$ cat src/design/ssr_pkg.sv
`timescale 1ns / 1ps
// ----------------------------------------------------------------------------
// ssr_pkg
// Shared types and constants of the stream search and replace block.
// ----------------------------------------------------------------------------
package ssr_pkg;

	localparam int BYTE_W = 8;
	localparam int CNT_W  = 4;
	localparam int CFG_W  = 64;
	localparam int IDX_W  = 2;

	localparam logic [IDX_W-1:0] REG_PATTERN      = 2'd0;
	localparam logic [IDX_W-1:0] REG_PATTERN_LEN  = 2'd1;
	localparam logic [IDX_W-1:0] REG_REPLACE      = 2'd2;
	localparam logic [IDX_W-1:0] REG_REPLACE_LEN  = 2'd3;

	typedef struct packed {
		logic [BYTE_W-1:0] text_byte;
		logic              end_of_text;
	} in_t;

	typedef struct packed {
		logic [BYTE_W-1:0] out_byte;
		logic              byte_present;
		logic              string_done;
		logic              run_last;
	} out_t;

	typedef struct packed {
		logic ok;    // held window is a prefix of the pattern
		logic full;  // held count equals the pattern length
	} match_t;

	typedef struct packed {
		logic can_push;
		logic fin_ok;
		logic pend_v;
	} ostat_t;

endpackage

$ cat src/design/ssr_match_unit.sv
`timescale 1ns / 1ps
// ----------------------------------------------------------------------------
// ssr_match_unit
// Compares the held window against the pattern prefix of the same length.
// ----------------------------------------------------------------------------
module ssr_match_unit import ssr_pkg::*; #(
	parameter int MAX_PATTERN = 8
) (
	input  logic [MAX_PATTERN-1:0][BYTE_W-1:0] window,
	input  logic [CNT_W-1:0]                   count,
	input  logic [CFG_W-1:0]                   pattern,
	input  logic [CNT_W-1:0]                   pattern_len,
	output match_t                             result
);

	logic [MAX_PATTERN-1:0] hit;

	for (genvar j = 0; j < MAX_PATTERN; j++) begin : g_cmp
		assign hit[j] = (CNT_W'(j) >= count) ||
			(window[j] == pattern[BYTE_W*j +: BYTE_W]);
	end

	assign result.ok   = (count <= pattern_len) && (&hit);
	assign result.full = (count == pattern_len);

endmodule

$ cat src/design/ssr_out_stage.sv
`timescale 1ns / 1ps
// ----------------------------------------------------------------------------
// ssr_out_stage
// Pending result plus output register; tags the last result of an item.
// ----------------------------------------------------------------------------
module ssr_out_stage import ssr_pkg::*; (
	input  logic   clk,
	input  logic   arst_n,
	input  logic   push,
	input  out_t   push_item,
	input  logic   finish,
	output ostat_t status,
	output logic   out_valid,
	input  logic   out_ready,
	output out_t   out_item
);

	logic out_v_q;
	logic pend_v_q;
	out_t pend_q;
	out_t out_q;
	logic adv;
	logic do_push;
	logic do_fin;
	logic load_out;
	out_t load_item;

	assign adv      = !out_v_q || out_ready;
	assign do_push  = push && (!pend_v_q || adv);
	assign do_fin   = finish && (!pend_v_q || adv);
	assign load_out = pend_v_q && (do_push || do_fin);

	assign status.can_push = !pend_v_q || adv;
	assign status.fin_ok   = !pend_v_q || adv;
	assign status.pend_v   = pend_v_q;

	always_comb begin
		load_item          = pend_q;
		load_item.run_last = do_fin;
	end

	always_ff @(posedge clk or negedge arst_n) begin
		if (!arst_n) begin
			out_v_q  <= 1'b0;
			pend_v_q <= 1'b0;
		end else begin
			if (load_out) begin
				out_v_q <= 1'b1;
			end else if (out_ready) begin
				out_v_q <= 1'b0;
			end
			if (do_push) begin
				pend_v_q <= 1'b1;
			end else if (do_fin) begin
				pend_v_q <= 1'b0;
			end
		end
	end

	always_ff @(posedge clk) begin
		if (load_out) begin
			out_q <= load_item;
		end
		if (do_push) begin
			pend_q <= push_item;
		end
	end

	assign out_valid = out_v_q;
	assign out_item  = out_q;

endmodule

$ cat src/design/stream_search_replace.sv
`timescale 1ns / 1ps
// ----------------------------------------------------------------------------
// stream_search_replace
// Streaming search and replace: every leftmost, non-overlapping pattern
// occurrence in a byte stream is replaced, partial matches are held.
// ----------------------------------------------------------------------------
// Flow: a byte is taken at idle; held bytes are released until the window
//   matches the pattern head, a full match sends the replacement bytes, and
//   the final byte flushes held bytes and sends an end marker; then the item
//   closes. A new byte is taken only at idle. The single shared window
//   compare gives one result per cycle unless the output stage stalls.
// Reset: arst_n clears held count, sequencer and output valid; config resets
//   to an empty replacement of a one-byte zero pattern.
// ----------------------------------------------------------------------------
module stream_search_replace import ssr_pkg::*; #(
	parameter int MAX_PATTERN     = 8,
	parameter int MAX_REPLACEMENT = 8
) (
	input  logic             clk,
	input  logic             arst_n,
	input  logic             cfg_we,
	input  logic [IDX_W-1:0] cfg_index,
	input  logic [CFG_W-1:0] cfg_data,
	input  logic             in_valid,
	output logic             in_ready,
	input  in_t              in_item,
	output logic             out_valid,
	input  logic             out_ready,
	output out_t             out_item
);

	localparam int IW = (MAX_PATTERN > 1) ? $clog2(MAX_PATTERN) : 1;
	localparam logic [CNT_W-1:0] PMAX = CNT_W'(MAX_PATTERN);
	localparam logic [CNT_W-1:0] RMAX = CNT_W'(MAX_REPLACEMENT);

	localparam logic [2:0] S_IDLE  = 3'd0;
	localparam logic [2:0] S_MATCH = 3'd1;
	localparam logic [2:0] S_REPL  = 3'd2;
	localparam logic [2:0] S_FLUSH = 3'd3;
	localparam logic [2:0] S_MARK  = 3'd4;
	localparam logic [2:0] S_FIN   = 3'd5;

	logic [CFG_W-1:0] pat_q;
	logic [CNT_W-1:0] plen_q;
	logic [CFG_W-1:0] repl_q;
	logic [CNT_W-1:0] rlen_q;

	logic [2:0]       state_q;
	logic [CNT_W-1:0] cnt_q;
	logic [CNT_W-1:0] r_q;
	logic             eot_q;
	logic [MAX_PATTERN-1:0][BYTE_W-1:0] hold_q;

	logic [CNT_W-1:0] plen;
	logic [CNT_W-1:0] rlen;
	match_t           mres;
	ostat_t           ost;
	logic             emit;
	logic             step;
	logic             finish;
	out_t             emit_item;
	logic             take;

	// configuration
	always_ff @(posedge clk or negedge arst_n) begin
		if (!arst_n) begin
			pat_q  <= '0;
			plen_q <= CNT_W'(1);
			repl_q <= '0;
			rlen_q <= '0;
		end else if (cfg_we) begin
			unique case (cfg_index)
				REG_PATTERN:     pat_q  <= cfg_data;
				REG_PATTERN_LEN: plen_q <= cfg_data[CNT_W-1:0];
				REG_REPLACE:     repl_q <= cfg_data;
				REG_REPLACE_LEN: rlen_q <= cfg_data[CNT_W-1:0];
				default: ;
			endcase
		end
	end

	always_comb begin
		priority if (plen_q == '0) begin
			plen = CNT_W'(1);
		end else if (plen_q > PMAX) begin
			plen = PMAX;
		end else begin
			plen = plen_q;
		end
		rlen = (rlen_q > RMAX) ? RMAX : rlen_q;
	end

	ssr_match_unit #(
		.MAX_PATTERN(MAX_PATTERN)
	) u_match (
		.window      (hold_q),
		.count       (cnt_q),
		.pattern     (pat_q),
		.pattern_len (plen),
		.result      (mres)
	);

	always_comb begin
		emit      = 1'b0;
		finish    = 1'b0;
		emit_item = '0;
		unique case (state_q)
			S_MATCH: begin
				if (!mres.ok) begin
					emit                   = 1'b1;
					emit_item.out_byte     = hold_q[0];
					emit_item.byte_present = 1'b1;
				end
			end
			S_REPL: begin
				if (r_q != rlen) begin
					emit                   = 1'b1;
					emit_item.out_byte     = repl_q[{r_q[2:0], 3'b000} +: BYTE_W];
					emit_item.byte_present = 1'b1;
				end
			end
			S_FLUSH: begin
				if (cnt_q != '0) begin
					emit                   = 1'b1;
					emit_item.out_byte     = hold_q[0];
					emit_item.byte_present = 1'b1;
				end
			end
			S_MARK: begin
				emit                  = 1'b1;
				emit_item.string_done = 1'b1;
			end
			S_FIN: begin
				finish = 1'b1;
			end
			default: ;
		endcase
	end

	assign step     = emit && ost.can_push;
	assign in_ready = (state_q == S_IDLE);
	assign take     = in_valid && in_ready;

	// held window: append on transfer, shift out front byte on release
	always_ff @(posedge clk) begin
		if (take) begin
			hold_q[cnt_q[IW-1:0]] <= in_item.text_byte;
		end else if (step && (state_q == S_MATCH || state_q == S_FLUSH)) begin
			for (int j = 0; j < MAX_PATTERN - 1; j++) begin
				hold_q[j] <= hold_q[j+1];
			end
		end
	end

	always_ff @(posedge clk or negedge arst_n) begin
		if (!arst_n) begin
			state_q <= S_IDLE;
			cnt_q   <= '0;
			r_q     <= '0;
			eot_q   <= 1'b0;
		end else begin
			unique case (state_q)
				S_IDLE: begin
					if (in_valid) begin
						cnt_q   <= CNT_W'(cnt_q + 1'b1);
						eot_q   <= in_item.end_of_text;
						state_q <= S_MATCH;
					end
				end
				S_MATCH: begin
					if (mres.ok) begin
						if (mres.full) begin
							cnt_q   <= '0;
							r_q     <= '0;
							state_q <= S_REPL;
						end else begin
							state_q <= eot_q ? S_FLUSH : S_FIN;
						end
					end else if (step) begin
						cnt_q <= CNT_W'(cnt_q - 1'b1);
					end
				end
				S_REPL: begin
					if (r_q == rlen) begin
						state_q <= eot_q ? S_FLUSH : S_FIN;
					end else if (step) begin
						r_q <= CNT_W'(r_q + 1'b1);
					end
				end
				S_FLUSH: begin
					if (cnt_q == '0) begin
						state_q <= S_MARK;
					end else if (step) begin
						cnt_q <= CNT_W'(cnt_q - 1'b1);
					end
				end
				S_MARK: begin
					if (step) begin
						state_q <= S_FIN;
					end
				end
				S_FIN: begin
					if (ost.fin_ok) begin
						state_q <= S_IDLE;
					end
				end
				default: state_q <= S_IDLE;
			endcase
		end
	end

	ssr_out_stage u_out (
		.clk       (clk),
		.arst_n    (arst_n),
		.push      (emit),
		.push_item (emit_item),
		.finish    (finish),
		.status    (ost),
		.out_valid (out_valid),
		.out_ready (out_ready),
		.out_item  (out_item)
	);

	a_idle_count: assert property (@(posedge clk) disable iff (!arst_n)
		(state_q == S_IDLE) |-> (cnt_q <= PMAX - CNT_W'(1)))
		else $error("held count too large at idle");

	a_take_match: assert property (@(posedge clk) disable iff (!arst_n)
		take |=> (state_q == S_MATCH))
		else $error("transfer did not start compare");

	a_idle_drained: assert property (@(posedge clk) disable iff (!arst_n)
		(state_q == S_IDLE) |-> !ost.pend_v)
		else $error("pending result left at idle");

	a_repl_bound: assert property (@(posedge clk) disable iff (!arst_n)
		(state_q == S_REPL) |-> (r_q <= RMAX))
		else $error("replacement index out of range");

endmodule

$ cat config.mk
export PLATFORM = sky130hd
export DESIGN_NAME = stream_search_replace
export DESIGN_NICKNAME = d
export VERILOG_FILES = /design/src/design/ssr_pkg.sv /design/src/design/ssr_match_unit.sv /design/src/design/ssr_out_stage.sv /design/src/design/stream_search_replace.sv
export SDC_FILE = /design/constraint.sdc
export NUM_CORES = 1
export LEC_CHECK = 0
export ABC_AREA = 1
export BUFFER_PORTS_ARGS = -buffer_cell sky130_fd_sc_hd__buf_4
export CAP_MARGIN = 20
export CORE_MARGIN = 5
export CORE_UTILIZATION = 55
export CTS_BUF_LIST = sky130_fd_sc_hd__clkbuf_8
export DETAILED_ROUTE_END_ITERATION = 7
export PLACE_DENSITY = 0.77
export SLEW_MARGIN = 30
export SYNTH_ARGS = -nofsm -noshare
export SYNTH_HDL_FRONTEND = slang
export SYNTH_SLANG_ARGS = --single-unit
$ cat constraint.sdc
create_clock -name clk -period 2.9 [get_ports clk]
set_clock_uncertainty 0.05 [all_clocks]
set_input_delay 0.29 -clock clk [delete_from_list [all_inputs] [get_ports clk]]
set_output_delay 0.29 -clock clk [all_outputs]
set_load 0.01 [all_outputs]
Word-level counts from Yosys, hierarchy flattened. Index checks and enable logic that the tools add are counted.

Input bits: 80. Word-level logic and storage cells: 153. Register bits: 235. Output and inout port bits: 13.

Shifts and indexed selects: 1. Reductions and logical operators: 40. Equality and inequality tests: 30. $add $sub $neg: 3. Muxes and demuxes: 41. Magnitude comparators: 13.

Operators by type and width (number): 56-bit two-way mux (2); 64-bit bitwise mux (1); 8-bit == test (8); 64-bit by 7-bit variable part select with 8-bit output (1); 4-bit two-way mux (11); 9-bit two-way mux (3); 9-bit case mux with 3 select lines (1); 8-bit demux with 3-bit select (1); 3-bit two-way mux (8); 2-bit inequality test, second input constant (9); 3-bit case mux with 6 select lines (1); 3-bit by 4-bit >= comparator with 1-bit output, first input constant (4); 1-bit logical OR (12); 4-bit case mux with 3 select lines (1); 2-bit AND reduction (5); 1-bit two-way mux (9); 4-bit by 1-bit adder with 4-bit output, second input constant (2); 4-bit == test (2); 1-bit by 4-bit >= comparator with 1-bit output, first input constant (2); 2-bit by 4-bit >= comparator with 1-bit output, first input constant (2); 4-bit greater-than comparator, second input constant (2); 4-bit logical NOT (2); 8-bit two-way mux (1); 4-bit case mux with 2 select lines (1); other kinds (24) (37).

Logic depth before layout (Yosys ltp). Gate-level depths: netlist of the first run.

Depth in word-level cells: 11. Gate-level depth with buffers: 19. Gate-level depth less buffers: 19.

Hierarchy. A second synthesis of the first run with hierarchy kept.

Cell total of the unflattened synthesis: 1267. Area total of the unflattened synthesis: 11189.5 sq um.

Modules (own cells, without submodules): stream_search_replace (cells an instance 1003, area each 9288.9 sq um, instances 1, seq. area each 5626.6 sq um); ssr_match_unit (cells an instance 227, area each 1147.4 sq um, instances 1, seq. area each 0.0 sq um); ssr_out_stage (cells an instance 37, area each 753.2 sq um, instances 1, seq. area each 680.7 sq um).

Worst setup path after synthesis of the first run. OpenSTA, ideal clock, no wires.

Kind: register to register. Start point: register cnt_q[0]. End point: register u_out.out_q, in the netlist u_out.out_item[0], enable pin. Slack: -107 ps. Setup time: 378 ps. Cell stages (with the launch flop): 15. Data arrival time: 2578 ps. Required time: 2472 ps. Path buffers: 1. Period minus slack after synthesis: 3007 ps. Cells stage by stage: dfrtp_1 clkbuf_1 inv_1 ha_1 o31ai_1 nand2_1 nand3_1 nor2_2 nand2_1 nand2_4 nand3_4 nand2_4 inv_1 nor2_1 nor2_1.

Word-level cells in the longest chain between the ends: 9. Elaborated cells on any way between the ends: 26. Classes of those cells: order compare (9); mux (3); reduce/logical (14).

RTL lines: from (decl) (line stream_search_replace.sv:49) `logic [CNT_W-1:0] cnt_q;`; from (signal assigned) (line stream_search_replace.sv:165) `cnt_q <= CNT_W'(cnt_q + 1'b1);`; from (signal assigned) (line stream_search_replace.sv:180) `cnt_q <= CNT_W'(cnt_q - 1'b1);`; from (signal assigned) (line stream_search_replace.sv:194) `cnt_q <= CNT_W'(cnt_q - 1'b1);`; 1-bit by 4-bit >= comparator with 1-bit output (tied with other cells) (line ssr_match_unit.sv:19) `assign hit[j] = (CNT_W'(j) >= count) ||`; 1-bit logical OR (line ssr_match_unit.sv:19); 8-bit AND reduction (line ssr_match_unit.sv:23) `assign result.ok = (count <= pattern_len) && (&hit);`; 1-bit logical AND (line ssr_match_unit.sv:23); 1-bit two-way mux (line stream_search_replace.sv:109) `if (!mres.ok) begin`; 1-bit case mux with 4 select lines * (line stream_search_replace.sv:107) `unique case (state_q)`; 1-bit logical AND *; via step (line stream_search_replace.sv:59) `logic step;`; 1-bit logical OR * (line ssr_out_stage.sv:31) `assign load_out = pend_v_q && (do_push || do_fin);`; 1-bit logical AND * (line ssr_out_stage.sv:31); via u_out.load_out (line ssr_out_stage.sv:25) `logic load_out;`; to (signal assigned) (line ssr_out_stage.sv:62) `out_q <= load_item;`; to (decl) (line ssr_out_stage.sv:21) `out_t out_q;`.

Mark *: on every way through the listed nets, which the timed path passes. The rest lies on a longest branch. A chain may end at the register's enable or synchronous reset.

Final worst setup path of the first run.
Start point: register plen_q[1]. End point: register hold_q[25] (netlist name), enable pin.

Word-level cells in the longest chain between the ends: 10. Elaborated cells on any way between the ends: 11. Classes of those cells: order compare (2); mux (4); reduce/logical (5).

RTL lines: from (decl) (line stream_search_replace.sv:44) `logic [CNT_W-1:0] plen_q;`; from (signal assigned) (line stream_search_replace.sv:74) `REG_PATTERN_LEN: plen_q <= cfg_data[CNT_W-1:0];`; 4-bit greater-than comparator (line stream_search_replace.sv:85) `end else if (plen_q > PMAX) begin`; 4-bit two-way mux (line stream_search_replace.sv:85); 4-bit two-way mux * (line stream_search_replace.sv:83) `priority if (plen_q == '0) begin`; 4-bit less-or-equal comparator * (line ssr_match_unit.sv:23); 1-bit logical AND * (line ssr_match_unit.sv:23); 1-bit two-way mux * (line stream_search_replace.sv:109); 1-bit case mux with 4 select lines * (line stream_search_replace.sv:107); 1-bit logical AND * (line stream_search_replace.sv:140) `assign step = emit && ost.can_push;`; 1-bit logical AND * (line stream_search_replace.sv:148) `end else if (step && (state_q == S_MATCH || state_q == S_FLUSH)) begin`; 2-bit nonzero test (no line) *; to (signal, indexed assignment) (line stream_search_replace.sv:147) `hold_q[cnt_q[IW-1:0]] <= in_item.text_byte;`; to (signal, indexed assignment) (line stream_search_replace.sv:150) `hold_q[j] <= hold_q[j+1];`; to (decl) (line stream_search_replace.sv:52) `logic [MAX_PATTERN-1:0][BYTE_W-1:0] hold_q;`.

Mark *: on every way between the ends. The rest lies on a longest branch, timed or not.

==> results of run 1 <==
[state kept, by name (all words and copies together) (netlist names)]
| name | flops |
|---|---|
| state_q | 3 |
| repl_q | 64 |
| r_q | 4 |
| u_out.out_item | 11 |
| rlen_q | 4 |
| u_out.load_item | 10 |
| eot_q | 1 |
| u_out.out_valid | 1 |
| cnt_q | 4 |
| pat_q | 64 |
| plen_q | 4 |
| u_out.pend_v_q | 1 |
| hold_q | 64 |
[synthesized netlist by cell type (8+ instances only)]
library cell,count
o21ai_0,192
nand3_1,19
nor2_1,36
nand2_1,373
a32oi_1,8
inv_1,139
a21oi_1,24
dfrtp_1,149
o22ai_1,21
a32o_1,8
clkbuf_1,41
xnor2_1,49
edfxtp_1,85
ha_1,9
o211ai_1,8
[path summary, 6_finish.rpt]
check | from | to | slack, ns | depth (start not counted)
worst min-delay path | cfg_data[24] | pat_q[24] | 0.02 | 3
max in group asynchronous | arst_n | repl_q[55] | 1.79 | 3
min in group asynchronous | arst_n | repl_q[29] | 0.30 | 2
worst max-delay path | plen_q[1] | hold_q[25] | 0.24 | 16
worst max register to register | plen_q[1] | hold_q[25] | 0.24 | 16
worst min register to register | u_out.load_item[10] | u_out.out_item[10] | 0.37 | 0
[stage by stage]
| step | utilization | cell area, um^2 |
|---|---|---|
| after floorplan | - | 11000 |
| after CTS | 0.682 | 13400 |
| after detailed placement | 0.614 | 12000 |
| after global placement | 0.614 | 12000 |
| final | 0.686 | 13400 |
| after global routing | 0.686 | 13400 |
[final cells by class]
cell class	count	area (um^2)
Clock buffer	42	578
Multi-Input combinational cell	794	4050
Inverter	143	537
Fill cell	1526	6160
Tap cell	265	332
Clock inverter	32	199
Sequential cell	235	6310
Timing Repair Buffer	165	1430
Antenna cell	1	2.50
[cells by family after synthesis]
logic type	Yosys count
buffers and inverters	192
AO/OA/AOI/OAI	270
adder cells (fa/ha/maj)	9
AND/OR/NAND/NOR	463
XOR/XNOR	52
flip-flops	235
[power groups by stage]
| stage | Combinational (mW) | Sequential, mW | Clock, mW |
|---|---|---|---|
| CTS | 3.68 | 5.25 | 2.93 |
| detailed placement | 3.59 | 5.29 | 0 |
| floorplan | 2.48 | 5.12 | 0 |
| global placement | 3.50 | 5.28 | 0 |
| global route | 4.24 | 5.34 | 3.09 |
| finish | 3.78 | 5.26 | 2.89 |
[worst reg2reg max path, stage by stage (launching register included)]
cell,delay [ns]
dfrtp_1,0.41
nor3_2,0.22
o21ai_1,0.11
ha_1,0.30
a21oi_1,0.16
o21ai_1,0.07
nand2_1,0.06
nand3_1,0.09
nor2_2,0.11
nand2_1,0.10
nand2_4,0.10
nand3_4,0.09
nand2_4,0.11
nor2_1,0.06
inv_1,0.09
buf_12,0.17
nand2_4,0.11
[layer usage]
metal | part of all wire | vias to the layer above | wire length (um)
li1 | - | 4309 | -
met1 | 0.41 | 4285 | 12100
met2 | 0.46 | 437 | 13800
met3 | 0.087 | 84 | 2570
met4 | 0.041 | 0 | 1210
met5 | 0 | - | 0
[timing repair]
action	4_1_cts	5_1_grt
hold endpoints to repair	157	0
gates resized for setup	0	18
hold buffers	56	0
setup endpoints to repair	0	67
==> flow_summary_export.csv, run 1 <==
group,metric,value,unit
status,status,"finished clean",
route,num_vias,9115,
floorplanning,start_util,0.563,
finish,fin_nets,1468,
power_and_ir_drop,p_sw,4.33,mW
power_and_ir_drop,netSwitchingFraction,0.362,
grt,use_met1,0.368,
power_and_ir_drop,finalPower,11.9,mW
timing,holdWs,0.0163,ns
floorplanning,die_area,23000,um^2
timing,period_needed,2.66,ns
synthesis,synth.avg_cell_area,9.03,um^2
timing,grt_setup_unrepaired,"no",
route,routed_via_density,5.44,
timing,tns,0,ns
timing,worstMarginPinSlew,0.892,ns
setup_path,cp.required,3.12,ns
power_and_ir_drop,p_int,7.61,mW
finish,drive_gt1_frac,0.150,
power_and_ir_drop,combPwrFrac,0.317,
setup_path,setup.worst_path.start_class,"flop",
grt,grt_pass1_wl,47600,um
floorplanning,pin_count,93,
synthesis,synthMuxAreaShare,0,
placement,hpwlAfterDp,20100,um
grt,grt_antenna_before_repair,0,
synthesis,yosys-top-cells-area,"dfrtp_1 (34%), edfxtp_1 (23%), nand2_1 (13%), o21ai_0 (8.7%), inv_1 (4.7%)",
synthesis,yosys.area_share.simple,0.174,
setup_path,end_kind,"flop",
cts,ctsHtreeMaxLevel,2,
grt,grt_use_met3,0.0491,
timing,clock.fmax,375,MHz
synthesis,synth.distinct_cells,40,
setup_path,cp_num_buf_inv,2,
placement,placed_cells,1546,
synthesis,yosys_warnings,0,
power_and_ir_drop,peakVddDrop,0.591,mV
power_and_ir_drop,p_clk_frac,0.242,
floorplanning,dieHeight,152,um
synthesis,synth_top_cell_area_share,0.338,
setup_path,crit_family,"simple AND/OR/NAND/NOR gates",
finish,final_common_cell,"nand2_1",
grt,top_usage_layer,"met2",
synthesis,async_flop_share,0.638,
setup_path,cp_slowest_cell,"dfrtp_1",
placement,globalplace.congestion,0.921,
synthesis,synth_compound_area_frac,0.135,
timing,relSlewSlack,0.405,
power_and_ir_drop,p_seq_frac,0.441,
setup_path,cpMostUsedCell,"nand2_4",
synthesis,synth_edf_count,85,
floorplanning,core_area,19600,um^2
finish,final_cell_mix,"nand2_1 (364), o21ai_0 (190), dfrtp_1 (149)",
route,wl_per_cell,17.6,um
route,drt-total-wl,29600,um
synthesis,ys.flop_type,"dfrtp_1",
grt,grt_max_degree,129,
synthesis,synth_area_leader_cell,"dfrtp_1",
cts,cts_tree,"yes",
grt,track_usage,0.268,
timing,timing.final.crit_share,0.919,
synthesis,synthAdderAreaFrac,0.0102,
setup_path,critPathKind,"reg -> reg",
setup_path,cp.arrival,2.88,ns
floorplanning,fp-row-count,51,
finish,area_delta_synth_final,21.8,%
cts,root_buffer,"clkbuf_8",
setup_path,crit_chain,"nor3_2, o21ai_1, ha_1, a21oi_1, o21ai_1, nand2_1, nand3_1, nor2_2, nand2_1, nand2_4, nand3_4, nand2_4, nor2_1, inv_1, buf_12, nand2_4",
synthesis,syn_area,11000,um^2
grt,grt_pass1_vias,9081,
setup_path,worstPathMaxFanout,8,
run,drv_cap,0,
grt,grtUsageMet2,0.429,
power_and_ir_drop,power-per-cell-area,889,nW/um^2
synthesis,synthCells,1221,
min_path,hold_class,"in -> reg",
timing,final_hold_viol_count,0,
route,drcViolationCount,0,
power_and_ir_drop,power.leakage,6.32,nW
synthesis,ys_seq_area_frac,0.572,
route,first_pass_iters,7,
cts,clkSinkCount,235,
floorplanning,die_w,152,um
synthesis,synth_top_family_by_area,"simple AND/OR/NAND/NOR gates",
cts,postCtsSetupRepairBufs,0,
timing,finalSetupViolCount,0,
placement,place_ws,0.0633,ns
placement,numPortBuffers,92,
synthesis,synth_nets,1310,
cts,clk_latency,0.54,ns
timing,worst_slack,0.235,ns
cts,cts_buffers,40,
route,drt-initial-drc-count,857,
cts,clk_pin_slew,0.06,ns
finish,instances_no_fill,1677,
cts,ctsLongestPathBuffers,3,
synthesis,ys_ff_latch,235,
timing,slew_violations,0,
synthesis,synthXorXnorAreaFrac,0.0413,
setup_path,slowest_delay,0.41,ns
grt,grt-ovfl-total,0,
route,ant_nets,0,
Power figures use the tool's default switching activity.
==> inputs of run 2 (changes only) <==
==> constraint.sdc (replaced) <==
create_clock -name clk -period 2.9 [get_ports clk]
set_clock_uncertainty 0.05 [all_clocks]
set_input_delay 0.29 -clock clk [delete_from_list [all_inputs] [get_ports clk]]
set_output_delay 0.29 -clock clk [all_outputs]
set_load 0.1 [all_outputs]
==> run 2 against run 1 <==
Effect of this change: total power is 6.4% higher; combinational power is 18% higher; critical path depth stayed put; non-clock buffer count is 17 lower; setup slack worse by 0.026 ns; global-route usage is 1.2 points lower; critical endpoint is now hold_q[1]; highest routed layer unchanged.
==> flow_summary_export.csv, run 2 (synthesis results as in run 1) <==
group,metric,value,unit
floorplanning,die_w,152,um
route,first_pass_iters,5,
timing,finalSetupViolCount,0,
finish,fin_nets,1450,
power_and_ir_drop,p_seq_frac,0.415,
route,ant_nets,0,
setup_path,slowest_delay,0.42,ns
route,highest_layer,"met4",
timing,worstMarginPinSlew,0.754,ns
timing,final_hold_viol_count,0,
route,met1_length,12600,um
placement,numPortBuffers,92,
cts,clkSinkCount,235,
grt,track_usage,0.256,
power_and_ir_drop,power.leakage,6.28,nW
setup_path,worstPathMaxFanout,8,
setup_path,cp.required,3.11,ns
floorplanning,core_area,19600,um^2
route,drcViolationCount,0,
setup_path,crit_family,"simple AND/OR/NAND/NOR gates",
power_and_ir_drop,p_sw,4.96,mW
cts,postCtsSetupRepairBufs,0,
finish,final_cell_mix,"nand2_1 (363), o21ai_0 (190), inv_1 (155)",
floorplanning,die_area,23000,um^2
status,status,"finished clean",
finish,final_common_cell,"nand2_1",
setup_path,cpMostUsedCell,"nand2_4",
placement,globalplace.congestion,0.933,
placement,placed_cells,1548,
finish,area_delta_synth_final,20.6,%
route,wl_met3,2070,um
setup_path,cp_slowest_cell,"dfrtp_1",
power_and_ir_drop,power-per-cell-area,955,nW/um^2
floorplanning,pin_count,93,
cts,cts_tree,"yes",
grt,grt_pass1_wl,45300,um
power_and_ir_drop,netSwitchingFraction,0.390,
route,route.met2.wl,13400,um
finish,diodes,0,
power_and_ir_drop,p_clk_frac,0.234,
power_and_ir_drop,combPwrFrac,0.351,
setup_path,cp.arrival,2.90,ns
timing,tns,0,ns
timing,period_needed,2.69,ns
power_and_ir_drop,peakVddDrop,0.425,mV
run,drv_cap,0,
grt,grt_pass1_vias,8563,
route,wl_per_cell,17.5,um
timing,timing.final.crit_share,0.928,
floorplanning,dieHeight,152,um
floorplanning,start_util,0.563,
grt,grt_max_degree,129,
route,drt-total-wl,29000,um
cts,clk_latency,0.53,ns
cts,ctsHtreeMaxLevel,2,
setup_path,critPathKind,"reg -> reg",
cts,clk_pin_slew,0.06,ns
placement,hpwlAfterDp,20500,um
cts,ctsLongestPathBuffers,3,
floorplanning,fp-row-count,51,
timing,clock.fmax,372,MHz
setup_path,end_kind,"flop",
timing,relSlewSlack,0.497,
finish,instances_no_fill,1655,
setup_path,setup.worst_path.start_class,"flop",
power_and_ir_drop,p_int,7.75,mW
min_path,hold_class,"in -> reg",
cts,cts_buffers,39,
grt,grt_antenna_before_repair,0,
route,num_vias,8875,
finish,drive_gt1_frac,0.151,
cts,root_buffer,"clkbuf_8",
finish,final_core_util,0.679,
timing,grt_setup_unrepaired,"no",
timing,slew_violations,0,
grt,grt-ovfl-total,0,
setup_path,cp_num_buf_inv,2,
setup_path,crit_chain,"nor3_2, o21ai_1, ha_1, a21oi_2, o21ai_0, nand2_1, nand3_1, nor2_2, nand2_2, nand2_4, nand3_4, nand2_8, nor2_1, inv_2, buf_12, nand2_4",
route,drt-initial-drc-count,905,
finish,top_regs,"hold_q: 64 flops, pat_q: 64 flops, repl_q: 64 flops",
route,routed_via_density,5.36,
## run 2: cell types whose count changed in the layout (fill, tap and decap cells not counted), moves of 2 or more
cell,previous run,this run
nand2_4,12,8
clkinv_1,6,0
clkinvlp_4,2,0
nand2_8,0,4
buf_4,103,107
inv_1,146,155
clkinv_2,15,4
clkbuf_8,42,47
dlygate4sd3_1,56,37
## run 2: metal layers
layer | track usage | up-vias
met5 | 0 | -
met4 | 0.0898 | 0
met3 | 0.0410 | 66
met2 | 0.401 | 340
met1 | 0.367 | 4199
li1 | - | 4270
## run 2: worst min-delay path, stage by stage
cell and delay [ns]:
buf_4 0.11, inv_1 0.06, o21ai_0 0.08
## run 2: power groups by stage
stage | logic, mW | clock network (mW) | registers, mW
final | 4.46 | 2.97 | 5.28
after global routing | 4.91 | 3.15 | 5.35
after CTS | 4.28 | 2.99 | 5.26
after detailed placement | 4.22 | 0 | 5.30
after global placement | 4.14 | 0 | 5.29
after floorplan | 2.55 | 0 | 5.72
## run 2: what timing repair did
action,4_1_cts,5_1_grt
setup endpoints to repair,0,67
gates resized for setup,0,29
hold buffers,37,0
endpoints found under the hold margin,105,0
## run 2: worst paths after layout
check / end / from / slack, ns / cells after the start
max: hold_q[1] / plen_q[1] / 0.21 / 16
min reg2reg: u_out.out_item[1] / u_out.load_item[1] / 0.37 / 0
max in group asynchronous: r_q[2] / arst_n / 1.87 / 3
min in group asynchronous: repl_q[21] / arst_n / 0.18 / 2
min: repl_q[36] / cfg_data[36] / 0.005 / 3
max reg2reg: hold_q[1] / plen_q[1] / 0.21 / 16
## run 2: final cells by class
cell class | instances | area [um^2]
Multi-Input combinational cell | 794 | 4100
Timing Repair Buffer | 148 | 1240
Sequential cell | 235 | 6310
Fill cell | 1582 | 6290
Inverter | 143 | 537
Clock buffer | 47 | 647
Tap cell | 265 | 332
Clock inverter | 23 | 144
## run 2: through the flow
stage / setup WS (ns) / instance area [um^2] / hold WS, ns / power, mW
global placement: 0.189 / 12000 / 0.161 / 9.43
detailed placement: 0.0403 / 12000 / 0.162 / 9.52
CTS: 0.00731 / 13200 / 0.0000602 / 12.5
finish: 0.209 / 13300 / 0.00501 / 12.7
global route: 0.0157 / 13300 / 0.00124 / 13.4
floorplan: 0.0690 / 11000 / -0.0556 / 8.27
